[config.mk]
export PLATFORM = sky130hd
export DESIGN_NAME = asymmetric_slew_smoother_flat
export DESIGN_NICKNAME = d
export VERILOG_FILES = /design/src/rtl/asw_pkg.sv /design/src/rtl/asw_if.sv /design/src/rtl/asw_div.sv /design/src/rtl/asw_mul.sv /design/src/rtl/asw_dp.sv /design/src/rtl/asw_ctrl.sv /design/src/rtl/asymmetric_slew_smoother.sv /design/src/flat_wrapper.sv
export SDC_FILE = /design/constraint.sdc
export NUM_CORES = 2
export LEC_CHECK = 0
export ABC_AREA = 1
export BUFFER_PORTS_ARGS = -buffer_cell sky130_fd_sc_hd__buf_2
export CORE_AREA = 2 2 393 395
export CTS_CLUSTER_DIAMETER = 40
export CTS_CLUSTER_SIZE = 10
export DETAILED_ROUTE_END_ITERATION = 10
export DIE_AREA = 0 0 395 397
export SLEW_MARGIN = 20
export SYNTH_ARGS = -nofsm -noshare
export SYNTH_HDL_FRONTEND = slang
export SYNTH_SLANG_ARGS = --single-unit
[constraint.sdc]
create_clock -name i_clk -period 9.39 [get_ports i_clk]
set_clock_uncertainty 0.1 [all_clocks]
set_input_delay 0.4695 -clock i_clk [delete_from_list [all_inputs] [get_ports i_clk]]
set_output_delay 0.4695 -clock i_clk [all_outputs]
set_load 0.02 [all_outputs]
[src/rtl/asw_pkg.sv]
// Shared types and constants of the asymmetric slew smoother.
// No dependencies; every other file of the block imports this package.
package asw_pkg;

    localparam int DEF_SAMPLE_BITS = 24;
    localparam int DEF_COEFF_BITS  = 32;
    localparam int FILT_BITS       = 32;
    localparam int HT_BITS         = 40;
    localparam int MUL_AW          = 41;
    localparam int DIG_BITS        = 8;
    localparam int CFG_IDX_BITS    = 3;
    localparam int EXP_STEPS       = 32;

    localparam logic [CFG_IDX_BITS-1:0] REG_SAMPLE_PERIOD    = 3'd0;
    localparam logic [CFG_IDX_BITS-1:0] REG_RISE_HALFTIME    = 3'd1;
    localparam logic [CFG_IDX_BITS-1:0] REG_FALL_HALFTIME    = 3'd2;
    localparam logic [CFG_IDX_BITS-1:0] REG_INERTIA_HALFTIME = 3'd3;
    localparam logic [CFG_IDX_BITS-1:0] REG_SNAP_THRESHOLD   = 3'd4;

    localparam logic [31:0] RST_SAMPLE_PERIOD    = 32'd97391;
    localparam logic [31:0] RST_RISE_HALFTIME    = 32'd167772160;
    localparam logic [31:0] RST_FALL_HALFTIME    = 32'd1677722;
    localparam logic [31:0] RST_INERTIA_HALFTIME = 32'd16777;
    localparam logic [23:0] RST_SNAP_THRESHOLD   = 24'd1678;

    localparam logic [1:0] MUL_EXP   = 2'd0;
    localparam logic [1:0] MUL_INERT = 2'd1;
    localparam logic [1:0] MUL_FILT  = 2'd2;

    typedef struct packed {
        logic       load_in;
        logic       div_start;
        logic       coef_main;
        logic       exp_init;
        logic       mul_start;
        logic [1:0] mul_mode;
        logic       r_update;
        logic       k_inc;
        logic       coef_store;
        logic       mov_update;
        logic       snap;
        logic       filt_update;
        logic       out_load;
    } t_cmd;

    typedef struct packed {
        logic div_done;
        logic mul_done;
        logic ivalid;
        logic need_main;
        logic frac_bit;
        logic k_last;
        logic out_free;
    } t_stat;

    // Root factor c_k of the exp2 product: c_1 is one half, each next one is
    // the square root of the previous. Evaluated at elaboration only.
    function automatic logic [63:0] f_root_factor(input int k, input int cb);
        logic [95:0] n;
        logic [95:0] t;
        logic [95:0] res;
        logic [63:0] c;
        c = 64'd1 << (cb - 1);
        for (int i = 1; i < k; i++) begin
            n   = 96'(c) << cb;
            res = '0;
            for (int b = cb; b >= 0; b--) begin
                t = res | (96'd1 << b);
                if (t * t <= n) begin
                    res = t;
                end
            end
            c = res[63:0];
        end
        return c;
    endfunction

endpackage

[src/rtl/asw_if.sv]
// Channel interfaces of the asymmetric slew smoother: sample in, sample out
// and the configuration write channel. Depends on asw_pkg.
interface asw_in_if import asw_pkg::*; #(parameter int W = DEF_SAMPLE_BITS) ();
    logic                valid;
    logic                ready;
    logic signed [W-1:0] sample_in;
    modport source (output valid, output sample_in, input ready);
    modport sink (input valid, input sample_in, output ready);
endinterface

interface asw_out_if import asw_pkg::*; #(parameter int W = DEF_SAMPLE_BITS) ();
    logic                valid;
    logic                ready;
    logic signed [W-1:0] sample_out;
    modport source (output valid, output sample_out, input ready);
    modport sink (input valid, input sample_out, output ready);
endinterface

interface asw_cfg_if import asw_pkg::*; ();
    logic                    valid;
    logic                    ready;
    logic [CFG_IDX_BITS-1:0] index;
    logic [31:0]             data;
    modport source (output valid, output index, output data, input ready);
    modport sink (input valid, input index, input data, output ready);
endinterface

[src/rtl/asw_div.sv]
// Restoring divider, one quotient bit per cycle: (dividend << 32) / divisor.
// Depends on asw_pkg.
module asw_div import asw_pkg::*; (
    input  logic               i_clk,
    input  logic               i_rst_n,
    input  logic               i_start,
    input  logic [31:0]        i_dividend,
    input  logic [HT_BITS-1:0] i_divisor,
    output logic               o_done,
    output logic [63:0]        o_quo
);

    logic [HT_BITS-1:0] r_rem;
    logic [63:0]        r_dvd;
    logic [HT_BITS-1:0] r_dvs;
    logic [6:0]         r_cnt;
    logic               r_busy;
    logic               r_done;
    logic [HT_BITS:0]   rem_sh;
    logic [HT_BITS:0]   rem_sub;
    logic               ge;

    assign rem_sh  = {r_rem, r_dvd[63]};
    assign ge      = rem_sh >= {1'b0, r_dvs};
    assign rem_sub = rem_sh - {1'b0, r_dvs};

    always_ff @(posedge i_clk) begin
        if (!i_rst_n) begin
            r_busy <= 1'b0;
            r_done <= 1'b0;
            r_cnt  <= '0;
        end else begin
            r_done <= 1'b0;
            if (i_start) begin
                r_busy <= 1'b1;
                r_cnt  <= 7'd64;
            end else if (r_busy) begin
                r_cnt <= r_cnt - 7'd1;
                if (r_cnt == 7'd1) begin
                    r_busy <= 1'b0;
                    r_done <= 1'b1;
                end
            end
        end
    end

    // The quotient bits shift in where the dividend bits leave.
    always_ff @(posedge i_clk) begin
        if (i_start) begin
            r_rem <= '0;
            r_dvd <= {i_dividend, 32'd0};
            r_dvs <= i_divisor;
        end else if (r_busy) begin
            r_rem <= ge ? rem_sub[HT_BITS-1:0] : rem_sh[HT_BITS-1:0];
            r_dvd <= {r_dvd[62:0], ge};
        end
    end

    assign o_done = r_done;
    assign o_quo  = r_dvd;

endmodule

[src/rtl/asw_mul.sv]
// Digit-serial multiplier, one 8-bit digit of the second operand per cycle,
// most significant digit first. Depends on asw_pkg.
module asw_mul import asw_pkg::*; #(
    parameter  int BW = DEF_COEFF_BITS + 1,
    localparam int ND = (BW + DIG_BITS - 1) / DIG_BITS,
    localparam int PW = MUL_AW + ND * DIG_BITS
) (
    input  logic              i_clk,
    input  logic              i_rst_n,
    input  logic              i_start,
    input  logic [MUL_AW-1:0] i_a,
    input  logic [BW-1:0]     i_b,
    output logic              o_done,
    output logic [PW-1:0]     o_prod
);

    localparam int CW = $clog2(ND + 1);

    logic [MUL_AW-1:0]          r_a;
    logic [ND*DIG_BITS-1:0]     r_b;
    logic [PW-1:0]              r_acc;
    logic [CW-1:0]              r_cnt;
    logic                       r_busy;
    logic                       r_done;
    logic [MUL_AW+DIG_BITS-1:0] pp;

    assign pp = {{DIG_BITS{1'b0}}, r_a}
              * {{MUL_AW{1'b0}}, r_b[ND*DIG_BITS-1 -: DIG_BITS]};

    always_ff @(posedge i_clk) begin
        if (!i_rst_n) begin
            r_busy <= 1'b0;
            r_done <= 1'b0;
            r_cnt  <= '0;
        end else begin
            r_done <= 1'b0;
            if (i_start) begin
                r_busy <= 1'b1;
                r_cnt  <= CW'(ND);
            end else if (r_busy) begin
                r_cnt <= r_cnt - CW'(1);
                if (r_cnt == CW'(1)) begin
                    r_busy <= 1'b0;
                    r_done <= 1'b1;
                end
            end
        end
    end

    always_ff @(posedge i_clk) begin
        if (i_start) begin
            r_a   <= i_a;
            r_b   <= (ND*DIG_BITS)'(i_b);
            r_acc <= '0;
        end else if (r_busy) begin
            r_acc <= (r_acc << DIG_BITS) + PW'(pp);
            r_b   <= r_b << DIG_BITS;
        end
    end

    assign o_done = r_done;
    assign o_prod = r_acc;

endmodule

[src/rtl/asw_dp.sv]
// Datapath of the asymmetric slew smoother: configuration registers, filter
// state, coefficient evaluation and output register. Depends on asw_pkg,
// asw_div and asw_mul.
module asw_dp import asw_pkg::*; #(
    parameter int SAMPLE_BITS = DEF_SAMPLE_BITS,
    parameter int COEFF_BITS  = DEF_COEFF_BITS
) (
    input  logic                          i_clk,
    input  logic                          i_rst_n,
    input  t_cmd                          i_cmd,
    output t_stat                         o_stat,
    input  logic signed [SAMPLE_BITS-1:0] i_sample,
    input  logic                          i_cfg_we,
    input  logic [CFG_IDX_BITS-1:0]       i_cfg_index,
    input  logic [31:0]                   i_cfg_data,
    output logic                          o_valid,
    input  logic                          i_ready,
    output logic signed [SAMPLE_BITS-1:0] o_sample
);

    localparam int CB = COEFF_BITS;
    localparam int SB = SAMPLE_BITS;
    localparam int GB = FILT_BITS - SAMPLE_BITS;
    localparam int BW = CB + 1;
    localparam int ND = (BW + DIG_BITS - 1) / DIG_BITS;
    localparam int PW = MUL_AW + ND * DIG_BITS;
    localparam logic [CB:0]   COEFF_ONE = (CB+1)'(1) << CB;
    localparam logic [PW-1:0] RND_HALF  = PW'(1) << (CB - 1);
    localparam logic [32:0]   OUT_HALF  = (33'd1 << GB) >> 1;
    localparam logic [32:0]   OUT_TOP   = (33'd1 << SB) - 33'd1;

    // Configuration and coefficient cache
    logic [31:0]         r_period;
    logic [31:0]         r_rise;
    logic [31:0]         r_fall;
    logic [31:0]         r_inert_ht;
    logic [23:0]         r_snap;
    logic                r_ivalid;
    logic                r_hvalid;
    logic [CB-1:0]       r_icoef;
    logic [CB-1:0]       r_mcoef;
    logic [HT_BITS-1:0]  r_mark;

    // Per-sample state
    logic signed [SB-1:0] r_last;
    logic                 r_falling;
    logic signed [SB-1:0] r_x;
    logic [HT_BITS-1:0]   r_target;
    logic [HT_BITS-1:0]   r_mov;
    logic [HT_BITS-1:0]   r_used;
    logic signed [31:0]   r_filt;

    // Coefficient evaluation
    logic [HT_BITS-1:0] r_ht;
    logic [CB:0]        r_r;
    logic [4:0]         r_k;
    logic               r_zero;

    logic                 r_ovalid;
    logic signed [SB-1:0] r_odata;

    logic [CB-1:0]      c_tab [EXP_STEPS];
    logic [HT_BITS-1:0] ht_sel;
    logic               div_done;
    logic [63:0]        quo;
    logic               mul_done;
    logic [PW-1:0]      prod;
    logic [PW-1:0]      prod_rnd;
    logic [MUL_AW-1:0]  mres;
    logic [MUL_AW-1:0]  mul_a;
    logic [BW-1:0]      mul_b;
    logic               n_falling;
    logic               mov_gt;
    logic [HT_BITS-1:0] mov_d;
    logic signed [32:0] xf;
    logic signed [32:0] fe;
    logic               filt_gt;
    logic [32:0]        filt_d;
    logic [5:0]         ip;
    logic [CB+1:0]      half_v;
    logic [CB+1:0]      rsum;
    logic [CB+1:0]      ashift;
    logic [CB-1:0]      coef_v;
    logic [32:0]        osum;
    logic [32:0]        ocode;

    for (genvar g = 0; g < EXP_STEPS; g++) begin : g_ctab
        assign c_tab[g] = CB'(f_root_factor(g + 1, CB));
    end

    assign ht_sel = i_cmd.coef_main ? r_used : {r_inert_ht, 8'd0};

    asw_div u_div (
        .i_clk      (i_clk),
        .i_rst_n    (i_rst_n),
        .i_start    (i_cmd.div_start),
        .i_dividend (r_period),
        .i_divisor  (ht_sel),
        .o_done     (div_done),
        .o_quo      (quo)
    );

    // Operand selection of the shared multiplier
    assign mov_gt  = r_target > r_mov;
    assign mov_d   = mov_gt ? r_target - r_mov : r_mov - r_target;
    assign xf      = 33'(r_x) <<< GB;
    assign fe      = 33'(r_filt);
    assign filt_gt = xf > fe;
    assign filt_d  = filt_gt ? 33'(xf - fe) : 33'(fe - xf);

    always_comb begin
        case (i_cmd.mul_mode)
            MUL_INERT: begin
                mul_a = MUL_AW'(mov_d);
                mul_b = COEFF_ONE - {1'b0, r_icoef};
            end
            MUL_FILT: begin
                mul_a = MUL_AW'(filt_d);
                mul_b = COEFF_ONE - {1'b0, r_mcoef};
            end
            default: begin
                mul_a = MUL_AW'(r_r);
                mul_b = {1'b0, c_tab[r_k]};
            end
        endcase
    end

    asw_mul #(.BW(BW)) u_mul (
        .i_clk   (i_clk),
        .i_rst_n (i_rst_n),
        .i_start (i_cmd.mul_start),
        .i_a     (mul_a),
        .i_b     (mul_b),
        .o_done  (mul_done),
        .o_prod  (prod)
    );

    assign prod_rnd = prod + RND_HALF;
    assign mres     = prod_rnd[CB +: MUL_AW];

    // Final scaling of the exp2 product by the whole part of the exponent
    assign ip     = quo[37:32];
    assign half_v = ((CB+2)'(1) << ip) >> 1;
    assign rsum   = {1'b0, r_r} + half_v;
    assign ashift = rsum >> ip;
    always_comb begin
        if (r_zero) begin
            coef_v = '0;
        end else if (ashift[CB+1:CB] != 2'b00) begin
            coef_v = '1;
        end else begin
            coef_v = ashift[CB-1:0];
        end
    end

    assign n_falling = (i_sample > r_last) ? 1'b0 :
                       (i_sample < r_last) ? 1'b1 : r_falling;

    always_ff @(posedge i_clk) begin
        if (!i_rst_n) begin
            r_period   <= RST_SAMPLE_PERIOD;
            r_rise     <= RST_RISE_HALFTIME;
            r_fall     <= RST_FALL_HALFTIME;
            r_inert_ht <= RST_INERTIA_HALFTIME;
            r_snap     <= RST_SNAP_THRESHOLD;
            r_ivalid   <= 1'b0;
            r_hvalid   <= 1'b0;
            r_icoef    <= '0;
            r_mcoef    <= '0;
            r_last     <= '0;
            r_falling  <= 1'b0;
            r_mov      <= '0;
            r_filt     <= '0;
            r_ovalid   <= 1'b0;
        end else begin
            if (i_cfg_we) begin
                case (i_cfg_index)
                    REG_SAMPLE_PERIOD: begin
                        r_period <= i_cfg_data;
                        r_ivalid <= 1'b0;
                        r_hvalid <= 1'b0;
                    end
                    REG_RISE_HALFTIME: r_rise <= i_cfg_data;
                    REG_FALL_HALFTIME: r_fall <= i_cfg_data;
                    REG_INERTIA_HALFTIME: begin
                        r_inert_ht <= i_cfg_data;
                        r_ivalid   <= 1'b0;
                    end
                    REG_SNAP_THRESHOLD: r_snap <= i_cfg_data[23:0];
                    default: ;
                endcase
            end
            if (i_cmd.load_in) begin
                r_last    <= i_sample;
                r_falling <= n_falling;
            end
            if (i_cmd.coef_store) begin
                if (i_cmd.coef_main) begin
                    r_mcoef  <= coef_v;
                    r_hvalid <= 1'b1;
                end else begin
                    r_icoef  <= coef_v;
                    r_ivalid <= 1'b1;
                end
            end
            if (i_cmd.mov_update) begin
                r_mov <= mov_gt ? r_mov + mres[HT_BITS-1:0] : r_mov - mres[HT_BITS-1:0];
            end
            if (i_cmd.filt_update) begin
                r_filt <= filt_gt ? 32'(fe + $signed({1'b0, mres[32:0]}))
                                  : 32'(fe - $signed({1'b0, mres[32:0]}));
            end
            if (i_cmd.out_load) begin
                r_ovalid <= 1'b1;
            end else if (i_ready) begin
                r_ovalid <= 1'b0;
            end
        end
    end

    // Output rounding: offset to unsigned, round half up, limit to top code
    assign osum  = {1'b0, ~r_filt[31], r_filt[30:0]} + OUT_HALF;
    assign ocode = ((osum >> GB) > OUT_TOP) ? OUT_TOP : (osum >> GB);

    always_ff @(posedge i_clk) begin
        if (i_cmd.load_in) begin
            r_x      <= i_sample;
            r_target <= {n_falling ? r_fall : r_rise, 8'd0};
        end
        if (i_cmd.div_start) begin
            r_ht <= ht_sel;
        end
        if (i_cmd.exp_init) begin
            r_r    <= COEFF_ONE;
            r_k    <= '0;
            r_zero <= (r_ht == '0) || (quo[63:32] >= 32'd63);
        end else begin
            if (i_cmd.r_update) begin
                r_r <= mres[CB:0];
            end
            if (i_cmd.k_inc) begin
                r_k <= r_k + 5'd1;
            end
        end
        if (i_cmd.coef_store && i_cmd.coef_main) begin
            r_mark <= r_ht;
        end
        if (i_cmd.snap) begin
            r_used <= (mov_d < {8'd0, r_snap, 8'd0}) ? r_target : r_mov;
        end
        if (i_cmd.out_load) begin
            r_odata <= {~ocode[SB-1], ocode[SB-2:0]};
        end
    end

    assign o_stat.div_done  = div_done;
    assign o_stat.mul_done  = mul_done;
    assign o_stat.ivalid    = r_ivalid;
    assign o_stat.need_main = !r_hvalid || (r_used != r_mark);
    assign o_stat.frac_bit  = quo[{1'b0, ~r_k}];
    assign o_stat.k_last    = &r_k;
    assign o_stat.out_free  = !r_ovalid || i_ready;

    assign o_valid  = r_ovalid;
    assign o_sample = r_odata;

endmodule

[src/rtl/asw_ctrl.sv]
// Sequencer of the asymmetric slew smoother: steps one sample through the
// coefficient updates and both filters. Depends on asw_pkg.
module asw_ctrl import asw_pkg::*; (
    input  logic  i_clk,
    input  logic  i_rst_n,
    input  logic  i_in_valid,
    output logic  o_in_ready,
    input  t_stat i_stat,
    output t_cmd  o_cmd
);

    localparam logic [3:0] S_IDLE   = 4'd0;
    localparam logic [3:0] S_DSTART = 4'd1;
    localparam logic [3:0] S_DIV    = 4'd2;
    localparam logic [3:0] S_EXPI   = 4'd3;
    localparam logic [3:0] S_BIT    = 4'd4;
    localparam logic [3:0] S_MULW   = 4'd5;
    localparam logic [3:0] S_FIN    = 4'd6;
    localparam logic [3:0] S_INERT  = 4'd7;
    localparam logic [3:0] S_INERTW = 4'd8;
    localparam logic [3:0] S_SNAP   = 4'd9;
    localparam logic [3:0] S_CHK    = 4'd10;
    localparam logic [3:0] S_FILT   = 4'd11;
    localparam logic [3:0] S_FILTW  = 4'd12;
    localparam logic [3:0] S_OUT    = 4'd13;

    logic [3:0] r_state;
    logic [3:0] n_state;
    logic       r_main;
    logic       n_main;

    always_ff @(posedge i_clk) begin
        if (!i_rst_n) begin
            r_state <= S_IDLE;
            r_main  <= 1'b0;
        end else begin
            r_state <= n_state;
            r_main  <= n_main;
        end
    end

    always_comb begin
        n_state        = r_state;
        n_main         = r_main;
        o_cmd          = '0;
        o_cmd.coef_main = r_main;
        o_cmd.mul_mode = MUL_EXP;
        o_in_ready     = 1'b0;
        case (r_state)
            S_IDLE: begin
                o_in_ready = 1'b1;
                if (i_in_valid) begin
                    o_cmd.load_in = 1'b1;
                    n_main        = 1'b0;
                    n_state       = i_stat.ivalid ? S_INERT : S_DSTART;
                end
            end
            S_DSTART: begin
                o_cmd.div_start = 1'b1;
                n_state         = S_DIV;
            end
            S_DIV: begin
                if (i_stat.div_done) begin
                    n_state = S_EXPI;
                end
            end
            S_EXPI: begin
                o_cmd.exp_init = 1'b1;
                n_state        = S_BIT;
            end
            // One fraction bit of the exponent per visit; set bits multiply in
            // their root factor.
            S_BIT: begin
                if (i_stat.frac_bit) begin
                    o_cmd.mul_start = 1'b1;
                    n_state         = S_MULW;
                end else begin
                    o_cmd.k_inc = 1'b1;
                    if (i_stat.k_last) begin
                        n_state = S_FIN;
                    end
                end
            end
            S_MULW: begin
                if (i_stat.mul_done) begin
                    o_cmd.r_update = 1'b1;
                    o_cmd.k_inc    = 1'b1;
                    n_state        = i_stat.k_last ? S_FIN : S_BIT;
                end
            end
            S_FIN: begin
                o_cmd.coef_store = 1'b1;
                n_state          = r_main ? S_FILT : S_INERT;
            end
            S_INERT: begin
                o_cmd.mul_start = 1'b1;
                o_cmd.mul_mode  = MUL_INERT;
                n_state         = S_INERTW;
            end
            S_INERTW: begin
                o_cmd.mul_mode = MUL_INERT;
                if (i_stat.mul_done) begin
                    o_cmd.mov_update = 1'b1;
                    n_state          = S_SNAP;
                end
            end
            S_SNAP: begin
                o_cmd.snap = 1'b1;
                n_state    = S_CHK;
            end
            S_CHK: begin
                if (i_stat.need_main) begin
                    n_main  = 1'b1;
                    n_state = S_DSTART;
                end else begin
                    n_state = S_FILT;
                end
            end
            S_FILT: begin
                o_cmd.mul_start = 1'b1;
                o_cmd.mul_mode  = MUL_FILT;
                n_state         = S_FILTW;
            end
            S_FILTW: begin
                o_cmd.mul_mode = MUL_FILT;
                if (i_stat.mul_done) begin
                    o_cmd.filt_update = 1'b1;
                    n_state           = S_OUT;
                end
            end
            S_OUT: begin
                if (i_stat.out_free) begin
                    o_cmd.out_load = 1'b1;
                    n_state        = S_IDLE;
                end
            end
            default: n_state = S_IDLE;
        endcase
    end

endmodule

[src/rtl/asymmetric_slew_smoother.sv]
// Top level of the asymmetric slew smoother.
// Depends on asw_pkg, the channel interfaces in asw_if, asw_ctrl and asw_dp.
//
// Usage: samples arrive on i_in (valid/ready), smoothed samples leave on
// o_out, one result per input transfer, in order. Registers are written on
// i_cfg (index 0 sample period, 1 rise, 2 fall, 3 inertia half-time,
// 4 snap threshold; higher indices are ignored); it is always ready. The user must
// write it only while no sample is in flight; the block does not enforce this.
// Each coefficient evaluation runs a 64-step serial divide and the 32 exp2
// steps, plus a multiply for every set fraction bit of the exponent, where
// the 8-bit digit-serial multiplier sets the pace. One sample is processed
// at a time; the next transfer is taken as soon as the previous result sits
// in the output register, even if the receiver has not yet taken it.
// A stalled receiver holds the result in the output register; processing
// then waits at the end of the next sample until that register is free.
// Reset is synchronous: registers return to their default values, all
// filter state clears and both coefficients are recomputed on first use.
module asymmetric_slew_smoother import asw_pkg::*; #(
    parameter int SAMPLE_BITS = DEF_SAMPLE_BITS,
    parameter int COEFF_BITS  = DEF_COEFF_BITS
) (
    input  logic         i_clk,
    input  logic         i_rst_n,
    asw_in_if.sink       i_in,
    asw_out_if.source    o_out,
    asw_cfg_if.sink      i_cfg
);

    t_cmd  cmd;
    t_stat stat;
    logic  in_ready;

    asw_ctrl u_ctrl (
        .i_clk      (i_clk),
        .i_rst_n    (i_rst_n),
        .i_in_valid (i_in.valid),
        .o_in_ready (in_ready),
        .i_stat     (stat),
        .o_cmd      (cmd)
    );

    asw_dp #(
        .SAMPLE_BITS (SAMPLE_BITS),
        .COEFF_BITS  (COEFF_BITS)
    ) u_dp (
        .i_clk       (i_clk),
        .i_rst_n     (i_rst_n),
        .i_cmd       (cmd),
        .o_stat      (stat),
        .i_sample    (i_in.sample_in),
        .i_cfg_we    (i_cfg.valid),
        .i_cfg_index (i_cfg.index),
        .i_cfg_data  (i_cfg.data),
        .o_valid     (o_out.valid),
        .i_ready     (o_out.ready),
        .o_sample    (o_out.sample_out)
    );

    assign i_in.ready  = in_ready;
    assign i_cfg.ready = 1'b1;

endmodule
[src/flat_wrapper.sv]
// flat-port wrapper written by rule: the top's interface ports become plain ports
module asymmetric_slew_smoother_flat import asw_pkg::*;
#(
    parameter int SAMPLE_BITS = DEF_SAMPLE_BITS,
    parameter int COEFF_BITS  = DEF_COEFF_BITS
)
  (i_clk, i_rst_n, i_in_valid, i_in_sample_in, i_in_ready, o_out_valid, o_out_sample_out, o_out_ready, i_cfg_valid, i_cfg_index, i_cfg_data, i_cfg_ready);
  asw_in_if i_in_i ();
  asw_out_if o_out_i ();
  asw_cfg_if i_cfg_i ();
  input  logic i_clk;
  input  logic i_rst_n;
  input wire logic [$bits(i_in_i.valid)-1:0] i_in_valid;
  input wire logic [$bits(i_in_i.sample_in)-1:0] i_in_sample_in;
  output wire logic [$bits(i_in_i.ready)-1:0] i_in_ready;
  output wire logic [$bits(o_out_i.valid)-1:0] o_out_valid;
  output wire logic [$bits(o_out_i.sample_out)-1:0] o_out_sample_out;
  input wire logic [$bits(o_out_i.ready)-1:0] o_out_ready;
  input wire logic [$bits(i_cfg_i.valid)-1:0] i_cfg_valid;
  input wire logic [$bits(i_cfg_i.index)-1:0] i_cfg_index;
  input wire logic [$bits(i_cfg_i.data)-1:0] i_cfg_data;
  output wire logic [$bits(i_cfg_i.ready)-1:0] i_cfg_ready;
  assign i_in_i.valid = i_in_valid;
  assign i_in_i.sample_in = i_in_sample_in;
  assign i_in_ready = i_in_i.ready;
  assign o_out_valid = o_out_i.valid;
  assign o_out_sample_out = o_out_i.sample_out;
  assign o_out_i.ready = o_out_ready;
  assign i_cfg_i.valid = i_cfg_valid;
  assign i_cfg_i.index = i_cfg_index;
  assign i_cfg_i.data = i_cfg_data;
  assign i_cfg_ready = i_cfg_i.ready;
  asymmetric_slew_smoother #(.SAMPLE_BITS(SAMPLE_BITS), .COEFF_BITS(COEFF_BITS)) u_core (.i_clk(i_clk), .i_rst_n(i_rst_n), .i_in(i_in_i), .o_out(o_out_i), .i_cfg(i_cfg_i));
endmodule
=== Yosys cells after proc, flatten, opt, wreduce, memory -nomap -nowiden ===
Memory sizes are Yosys's and may differ from the RTL's.
Cells that the tools add are included.

* Register bits after elaboration: 831
* Memory bits (read-only): 1024
* Bits of input ports: 64
* Output and inout port bits: 27
* Logic and storage cells: 225
* Memories: 1

{| class="wikitable"
|+ Memory list
! name !! depth !! bits a word !! rd ports !! clocked after memory_dff !! wr ports !! RTL line !! source
|-
| (no name shown) || 32 || 32 || 1 || 0 || 0 || asw_dp.sv:123 || <nowiki>mul_b = {1'b0, c_tab[r_k]};</nowiki>
|}

* Add/sub/neg operators: 18
* $mul: 1
* $lt $le $gt $ge: 10
* Equality and inequality tests: 30
* Shifts and indexed selects: 2
* Multiplexer cells: 80
* Bitwise logic cells: 8
* Reduce and logical (&&, ||, !) cells: 32

{| class="wikitable"
|+ Operator list
! operator !! count
|-
| two-way mux 40 bit || 5
|-
| two-way mux 32 bit || 6
|-
| subtractor 40 bit || 4
|-
| two-way mux 64 bit || 2
|-
| two-way mux 33 bit || 3
|-
| one-hot mux 40 bit (2 select lines) || 1
|-
| adder 72 x 32 -> 72 bit, second input constant || 1
|-
| adder 72 x 49 -> 72 bit || 1
|-
| one-hot mux 33 bit (2 select lines) || 1
|-
| subtractor 32 x 32 -> 33 bit || 2
|-
| subtractor 33 x 32 -> 33 bit, first input constant || 2
|-
| one-hot mux 4 bit (14 select lines) || 1
|-
| multiplier 41 x 8 -> 49 bit || 1
|-
| greater-or-equal comparator 41 x 40 -> 1 bit || 1
|-
| adder 40 bit || 1
|-
| greater-than comparator 40 bit || 1
|-
| zero test 40 bit || 1
|-
| less-than comparator 40 x 32 -> 1 bit || 1
|-
| two-way mux 4 bit || 10
|-
| inequality test 40 bit || 1
|-
| two-way mux 1 bit || 38
|-
| adder 33 x 33 -> 34 bit || 1
|-
| << shifter 1 x 6 -> 34 bit, first input constant || 1
|-
| >> shifter 34 x 6 -> 34 bit || 1
|-
| other kinds (48) || 94
|}

=== Logic depth before layout (Yosys ltp) ===
* Depth in word-level cells: 6
* Depth in mapped cells: 36
* Mapped depth without buffers: 33

=== Cells and area by module ===
A second synthesis with hierarchy kept.

* Cells, all modules: 10988
* Area total of the unflattened synthesis: 74136.1 um^2

{| class="wikitable"
|+ Modules (own cells, without submodules)
! module !! times used !! cells an instance !! area an instance (um^2) !! seq. area each (um^2)
|-
| asw_dp || 1 || 6578 || 43485.5 || 13122.6
|-
| asw_mul || 1 || 3046 || 21016.4 || 4083.9
|-
| asw_div || 1 || 1250 || 9049.9 || 3783.6
|-
| asw_ctrl || 1 || 112 || 573.0 || 100.1
|-
| asymmetric_slew_smoother || 1 || 2 || 11.3 || 0.0
|}

=== Worst setup path before layout ===
No wires, ideal clock.

* Path type: register to register
* From: register u_core.u_dp.u_mul.r_b[39]
* To: register u_core.u_dp.u_mul.r_acc[64] (netlist: u_core.u_dp.u_mul.o_prod[64])
* Library setup time: 0.115 ns
* Arrival: 5.134 ns
* Required time: 9.175 ns
* Slack: 4.041 ns
* Cell stages (with the launch flop): 27
* Buffers on the path: 2
* Clock period less this slack: 5.349 ns
* Cell sequence: dfxtp_1 > clkbuf_1 > clkbuf_1 > nand2_1 > fa_1 > fa_1 > inv_1 > fa_1 > inv_1 > fa_1 > inv_1 > ha_1 > a21oi_1 > nand2_1 > a21oi_1 > o21ai_0 > a21boi_0 > inv_1 > nand3_1 > nand3_1 > nand2_1 > o21ai_0 > nand2_1 > nor2_1 > xor2_1 > o21ai_0 > inv_1

* Word-level cells in the longest chain between the ends: 2

{| class="wikitable"
|+ RTL lines
! element !! RTL line !! source
|-
| start, declared || asw_mul.sv:20 || <nowiki>logic [ND*DIG_BITS-1:0] r_b;</nowiki>
|-
| start signal, assigned || asw_mul.sv:53 || <nowiki>r_b <= (ND*DIG_BITS)'(i_b);</nowiki>
|-
| start signal, assigned || asw_mul.sv:57 || <nowiki>r_b <= r_b << DIG_BITS;</nowiki>
|-
| multiplier 41 x 8 -> 49 bit || asw_mul.sv:28 || <nowiki>* {{MUL_AW{1'b0}}, r_b[ND*DIG_BITS-1 -: DIG_BITS]};</nowiki>
|-
| adder 72 x 49 -> 72 bit || asw_mul.sv:56 || <nowiki>r_acc <= (r_acc << DIG_BITS) + PW'(pp);</nowiki>
|-
| end signal, assigned || asw_mul.sv:56 ||
|-
| end, declared || asw_mul.sv:21 || <nowiki>logic [PW-1:0] r_acc;</nowiki>
|}

No other way between the ends.
A chain may end at the register's enable or synchronous reset.

=== Worst setup path in the final report ===
* From: register u_core.u_dp.r_mov[37]
* To: register u_core.u_dp.r_used[23] (data pin)

* Word-level cells in the longest chain between the ends: 4
* Elaborated cells between the ends (all ways): 6
* Those cells by class: add/sub: 2; order compare: 2; mux: 2

{| class="wikitable"
|+ RTL lines
! element !! RTL line !! source
|-
| start, declared || asw_dp.sv:49 || <nowiki>logic [HT_BITS-1:0] r_mov;</nowiki>
|-
| start signal, assigned || asw_dp.sv:207 || <nowiki>r_mov <= mov_gt ? r_mov + mres[HT_BITS-1:0] : r_mov - mres[HT_BITS-1:0];</nowiki>
|-
| subtractor 40 bit / greater-than comparator 40 bit (equally long branches) || asw_dp.sv:105, asw_dp.sv:104 ||
|-
| two-way mux 40 bit * || asw_dp.sv:105 || <nowiki>assign mov_d = mov_gt ? r_target - r_mov : r_mov - r_target;</nowiki>
|-
| less-than comparator 40 x 32 -> 1 bit * || asw_dp.sv:249 || <nowiki>r_used <= (mov_d < {8'd0, r_snap, 8'd0}) ? r_target : r_mov;</nowiki>
|-
| two-way mux 40 bit * || asw_dp.sv:249 ||
|-
| end signal, assigned || asw_dp.sv:249 ||
|-
| end, declared || asw_dp.sv:50 || <nowiki>logic [HT_BITS-1:0] r_used;</nowiki>
|}

Mark *: on every way between the ends. The rest lies on a longest branch, timed or not.

==> impl_metrics.env <==
export IMPL_grt_usage=0.348
export IMPL_htree_levels=4
export IMPL_cts_tree="yes"
export IMPL_post_synth_top_area_cell="dfxtp_1"
export IMPL_cts_buffers=168
export IMPL_drtIter0Drc=6529
export IMPL_slew_limit_headroom=0.196
export IMPL_tns_ps=0
export IMPL_synth_edf_count=306
export IMPL_gp_congestion=1.05
export IMPL_start_util=0.447
export IMPL_yosys_register_bits=830
export IMPL_power_density_nw_per_um2=391
export IMPL_syn_area_per_cell_sq_um=7.00
export IMPL_hold_violations=0
export IMPL_vias=66767
export IMPL_cp_data_arrival_time_ps=7760
export IMPL_wl_per_cell_microns=23.2
export IMPL_yosys_warnings=0
export IMPL_p_leak_uw=0.0373
export IMPL_dieHeight_microns=397
export IMPL_insertion_delay_ps=840
export IMPL_drv_cap=0
export IMPL_worstMarginPinSlew_ps=1190
export IMPL_syn_area_sq_um=68400
export IMPL_synth_fp_nets=10509
export IMPL_fin_nets=10505
export IMPL_required_ps=9860
export IMPL_hpwl_microns=219000
export IMPL_yosysSeqAreaShare=0.288
export IMPL_grt_max_degree=141
export IMPL_overflow=0
export IMPL_postRouteAntennaNets=0
export IMPL_cts_root_buf="clkbuf_16"
export IMPL_fillers=15305
export IMPL_worst_slack_ps=2100
export IMPL_fin_util=0.503
export IMPL_min_period_ps=7290
export IMPL_synth_xor_area_share=0.0378
export IMPL_synthAdderAreaFrac=0.154
export IMPL_endpoint_kind="flip-flop"
export IMPL_critPathMaxFanout=60
export IMPL_routed_wl_microns=277000
export IMPL_syn2layout_area_growth_pct=12.6
export IMPL_cp_num_buf_inv=4
export IMPL_crit_type="reg2reg"
export IMPL_path_delay_family="compound AO/OA/AOI/OAI gates"
export IMPL_io_buffer_count=89
export IMPL_synthFlopType="dfxtp_1"
export IMPL_slew_viol_final=0
export IMPL_crit_path_start_kind="flip-flop"
export IMPL_clock_fmax_ghz=0.137
export IMPL_synth_top_area_frac=0.153
export IMPL_final_cell_mix="nand2_1, inv_1, nor2_1"
export IMPL_status="complete, no violations"
export IMPL_clk_pin_slew_ps=50
export IMPL_cp_cell_sequence="ha_1 > inv_1 > o21bai_1 > a21boi_0 > nand2_1 > a21oi_1 > nand2_2 > nand2_4 > buf_4 > o21ai_0 > xnor2_1 > inv_1 > ha_1 > a21oi_1 > nor2_1 > a211oi_1 > o221ai_1 > nor2_4 > buf_4 > nand2_2 > nand2_1 > nand2_1"
export IMPL_core_area_sq_um=153000
export IMPL_place_ws_ps=2270
export IMPL_viasPerCell=5.59
export IMPL_ios=91
export IMPL_min_period_over_period=0.776
export IMPL_ir_drop_v=0.000385
export IMPL_rows=144
export IMPL_grt_pass1_vias=64203
export IMPL_cp_common_cell="nand2_1"
export IMPL_drc=0
export IMPL_synth_cells=9769
export IMPL_drive_gt1_frac=0.0627
export IMPL_finalNonFillerCells=11953
export IMPL_multi_input_area_sq_um=40800
export IMPL_hold_class="in2reg"
export IMPL_dr_pass1_iters=8
export IMPL_rsz0062_at_grt="no"
export IMPL_regArea_sq_um=19700
export IMPL_antenna_found_initial=10
export IMPL_placed_cells=11580
export IMPL_grt_pass1_wl_microns=413000
export IMPL_synth_compound_area_frac=0.166
export IMPL_setup_violations=0
export IMPL_synth_mux_area_frac=0.000933
export IMPL_synth_top_family_by_area="simple AND/OR/NAND/NOR gates"
export IMPL_fp_dieArea_sq_um=157000
export IMPL_clock_sinks=830
export IMPL_final_common_cell="nand2_1"
export IMPL_max_stage_delay_ps=830
export IMPL_ys_top_cells_by_area="dfxtp_1, edfxtp_1, nand2_1"
export IMPL_die_w_microns=395
export IMPL_clk_path_buf_depth=3
export IMPL_slowest_stage="xnor2_1"
export IMPL_ys_types=72
export IMPL_whs_ps=153
export IMPL_synth_simple_area_share=0.236
export IMPL_synthArstFlopShare=0
-- final cells by class --
cell class | instances | area share
multi-input cells | 6837 | 0.530
repair buffers | 230 | 0.0218
clock inverters | 99 | 0.0157
diodes | 2 | 0.0000650
inverters | 1698 | 0.0828
well taps | 2044 | 0.0332
clock buffers | 213 | 0.0613
flip-flops and latches | 830 | 0.256
-- power by group --
part | switching (uW) | total [uW] | leakage, uW | internal [uW]
sequential | 568 | 5030 | 0.00706 | 4460
clock | 2230 | 6230 | 0.00289 | 4010
combinational | 13000 | 18800 | 0.0273 | 5810
-- layer usage --
layer  vias to the layer above  part of all wire  wire (microns)  GRT usage
met1                     32075              0.44          122000      0.475
met4                         2             0.042           11700      0.136
met5                         -          0.000047              13          0
met2                      2496              0.45          125000      0.559
met3                       441             0.066           18400     0.0473
li1                      31753                 -               -          -
-- through the flow --
stage	instance area (sq um)	power (uW)
CTS	77000	29900
finish	77000	30100
floorplan	68400	17500
global placement	70500	23500
global route	77000	32500
detailed placement	70500	23500
-- cell usage after synthesis (all sizes together), types with 15 or more instances --
| library cell | n |
|---|---|
| or2 | 34 |
| a221oi | 18 |
| dfxtp | 524 |
| xnor2 | 91 |
| xor2 | 204 |
| nor4 | 43 |
| edfxtp | 306 |
| nor3 | 95 |
| inv | 1689 |
| a211oi | 21 |
| o21ai | 746 |
| nand2 | 2072 |
| o21a | 57 |
| clkbuf | 309 |
| a21o | 22 |
| o21bai | 26 |
| o221ai | 22 |
| nand3 | 650 |
| fa | 273 |
| nand4 | 77 |
| ha | 403 |
| buf | 95 |
| a22oi | 46 |
| o211ai | 97 |
| nor2 | 859 |
| a31oi | 121 |
| a21oi | 743 |
| a21boi | 15 |
-- sequential cells by signal, indices dropped and copies added (netlist names), 33 cells and up --
register / cells
u_core.u_dp.u_mul.o_prod: 72
u_core.u_dp.u_div.o_quo: 64
u_core.u_dp.r_mark: 40
u_core.u_dp.r_mov: 40
u_core.u_dp.r_used: 40
u_core.u_dp.u_div.r_dvs: 40
u_core.u_dp.u_div.r_rem: 40
u_core.u_dp.u_mul.r_a: 40
u_core.u_dp.u_mul.r_b: 40
u_core.u_dp.r_r: 33
-- logic make-up after synthesis --
group / count (synthesis)
and+or+nand+nor: 3851
buffers and inverters: 2102
AOI/OAI and AO/OA: 2008
DFF: 830
adders and majority gates: 676
xor gates and xnor gates: 295
muxes: 6
other: 1
-- path summary, 6_finish.rpt --
path              depth (start not counted)                          to                       start  slack [ps]
setup / recovery                         22      u_core.u_dp.r_used[23]       u_core.u_dp.r_mov[37]        2100
hold / removal                            5    u_core.u_dp.r_period[13]              i_cfg_index[2]         150
setup reg to reg                         22      u_core.u_dp.r_used[23]       u_core.u_dp.r_mov[37]        2100
hold reg to reg                           2  u_core.u_dp.r_inert_ht[23]  u_core.u_dp.r_inert_ht[23]         350
-- tightest hold or removal path, cell delays in order --
cell and delay, ps:
buf_2 110, nor2_2 40, buf_4 240, nand2_1 100, nand3_1 70
-- repair_timing --
action,CTS,global route
resized for setup,0,0
endpoints found under the setup margin,0,0
hold buffers,58,0
buffers inserted,0,0
hold endpoints to repair,189,0
No activity file was read; power rests on OpenSTA's default activity.
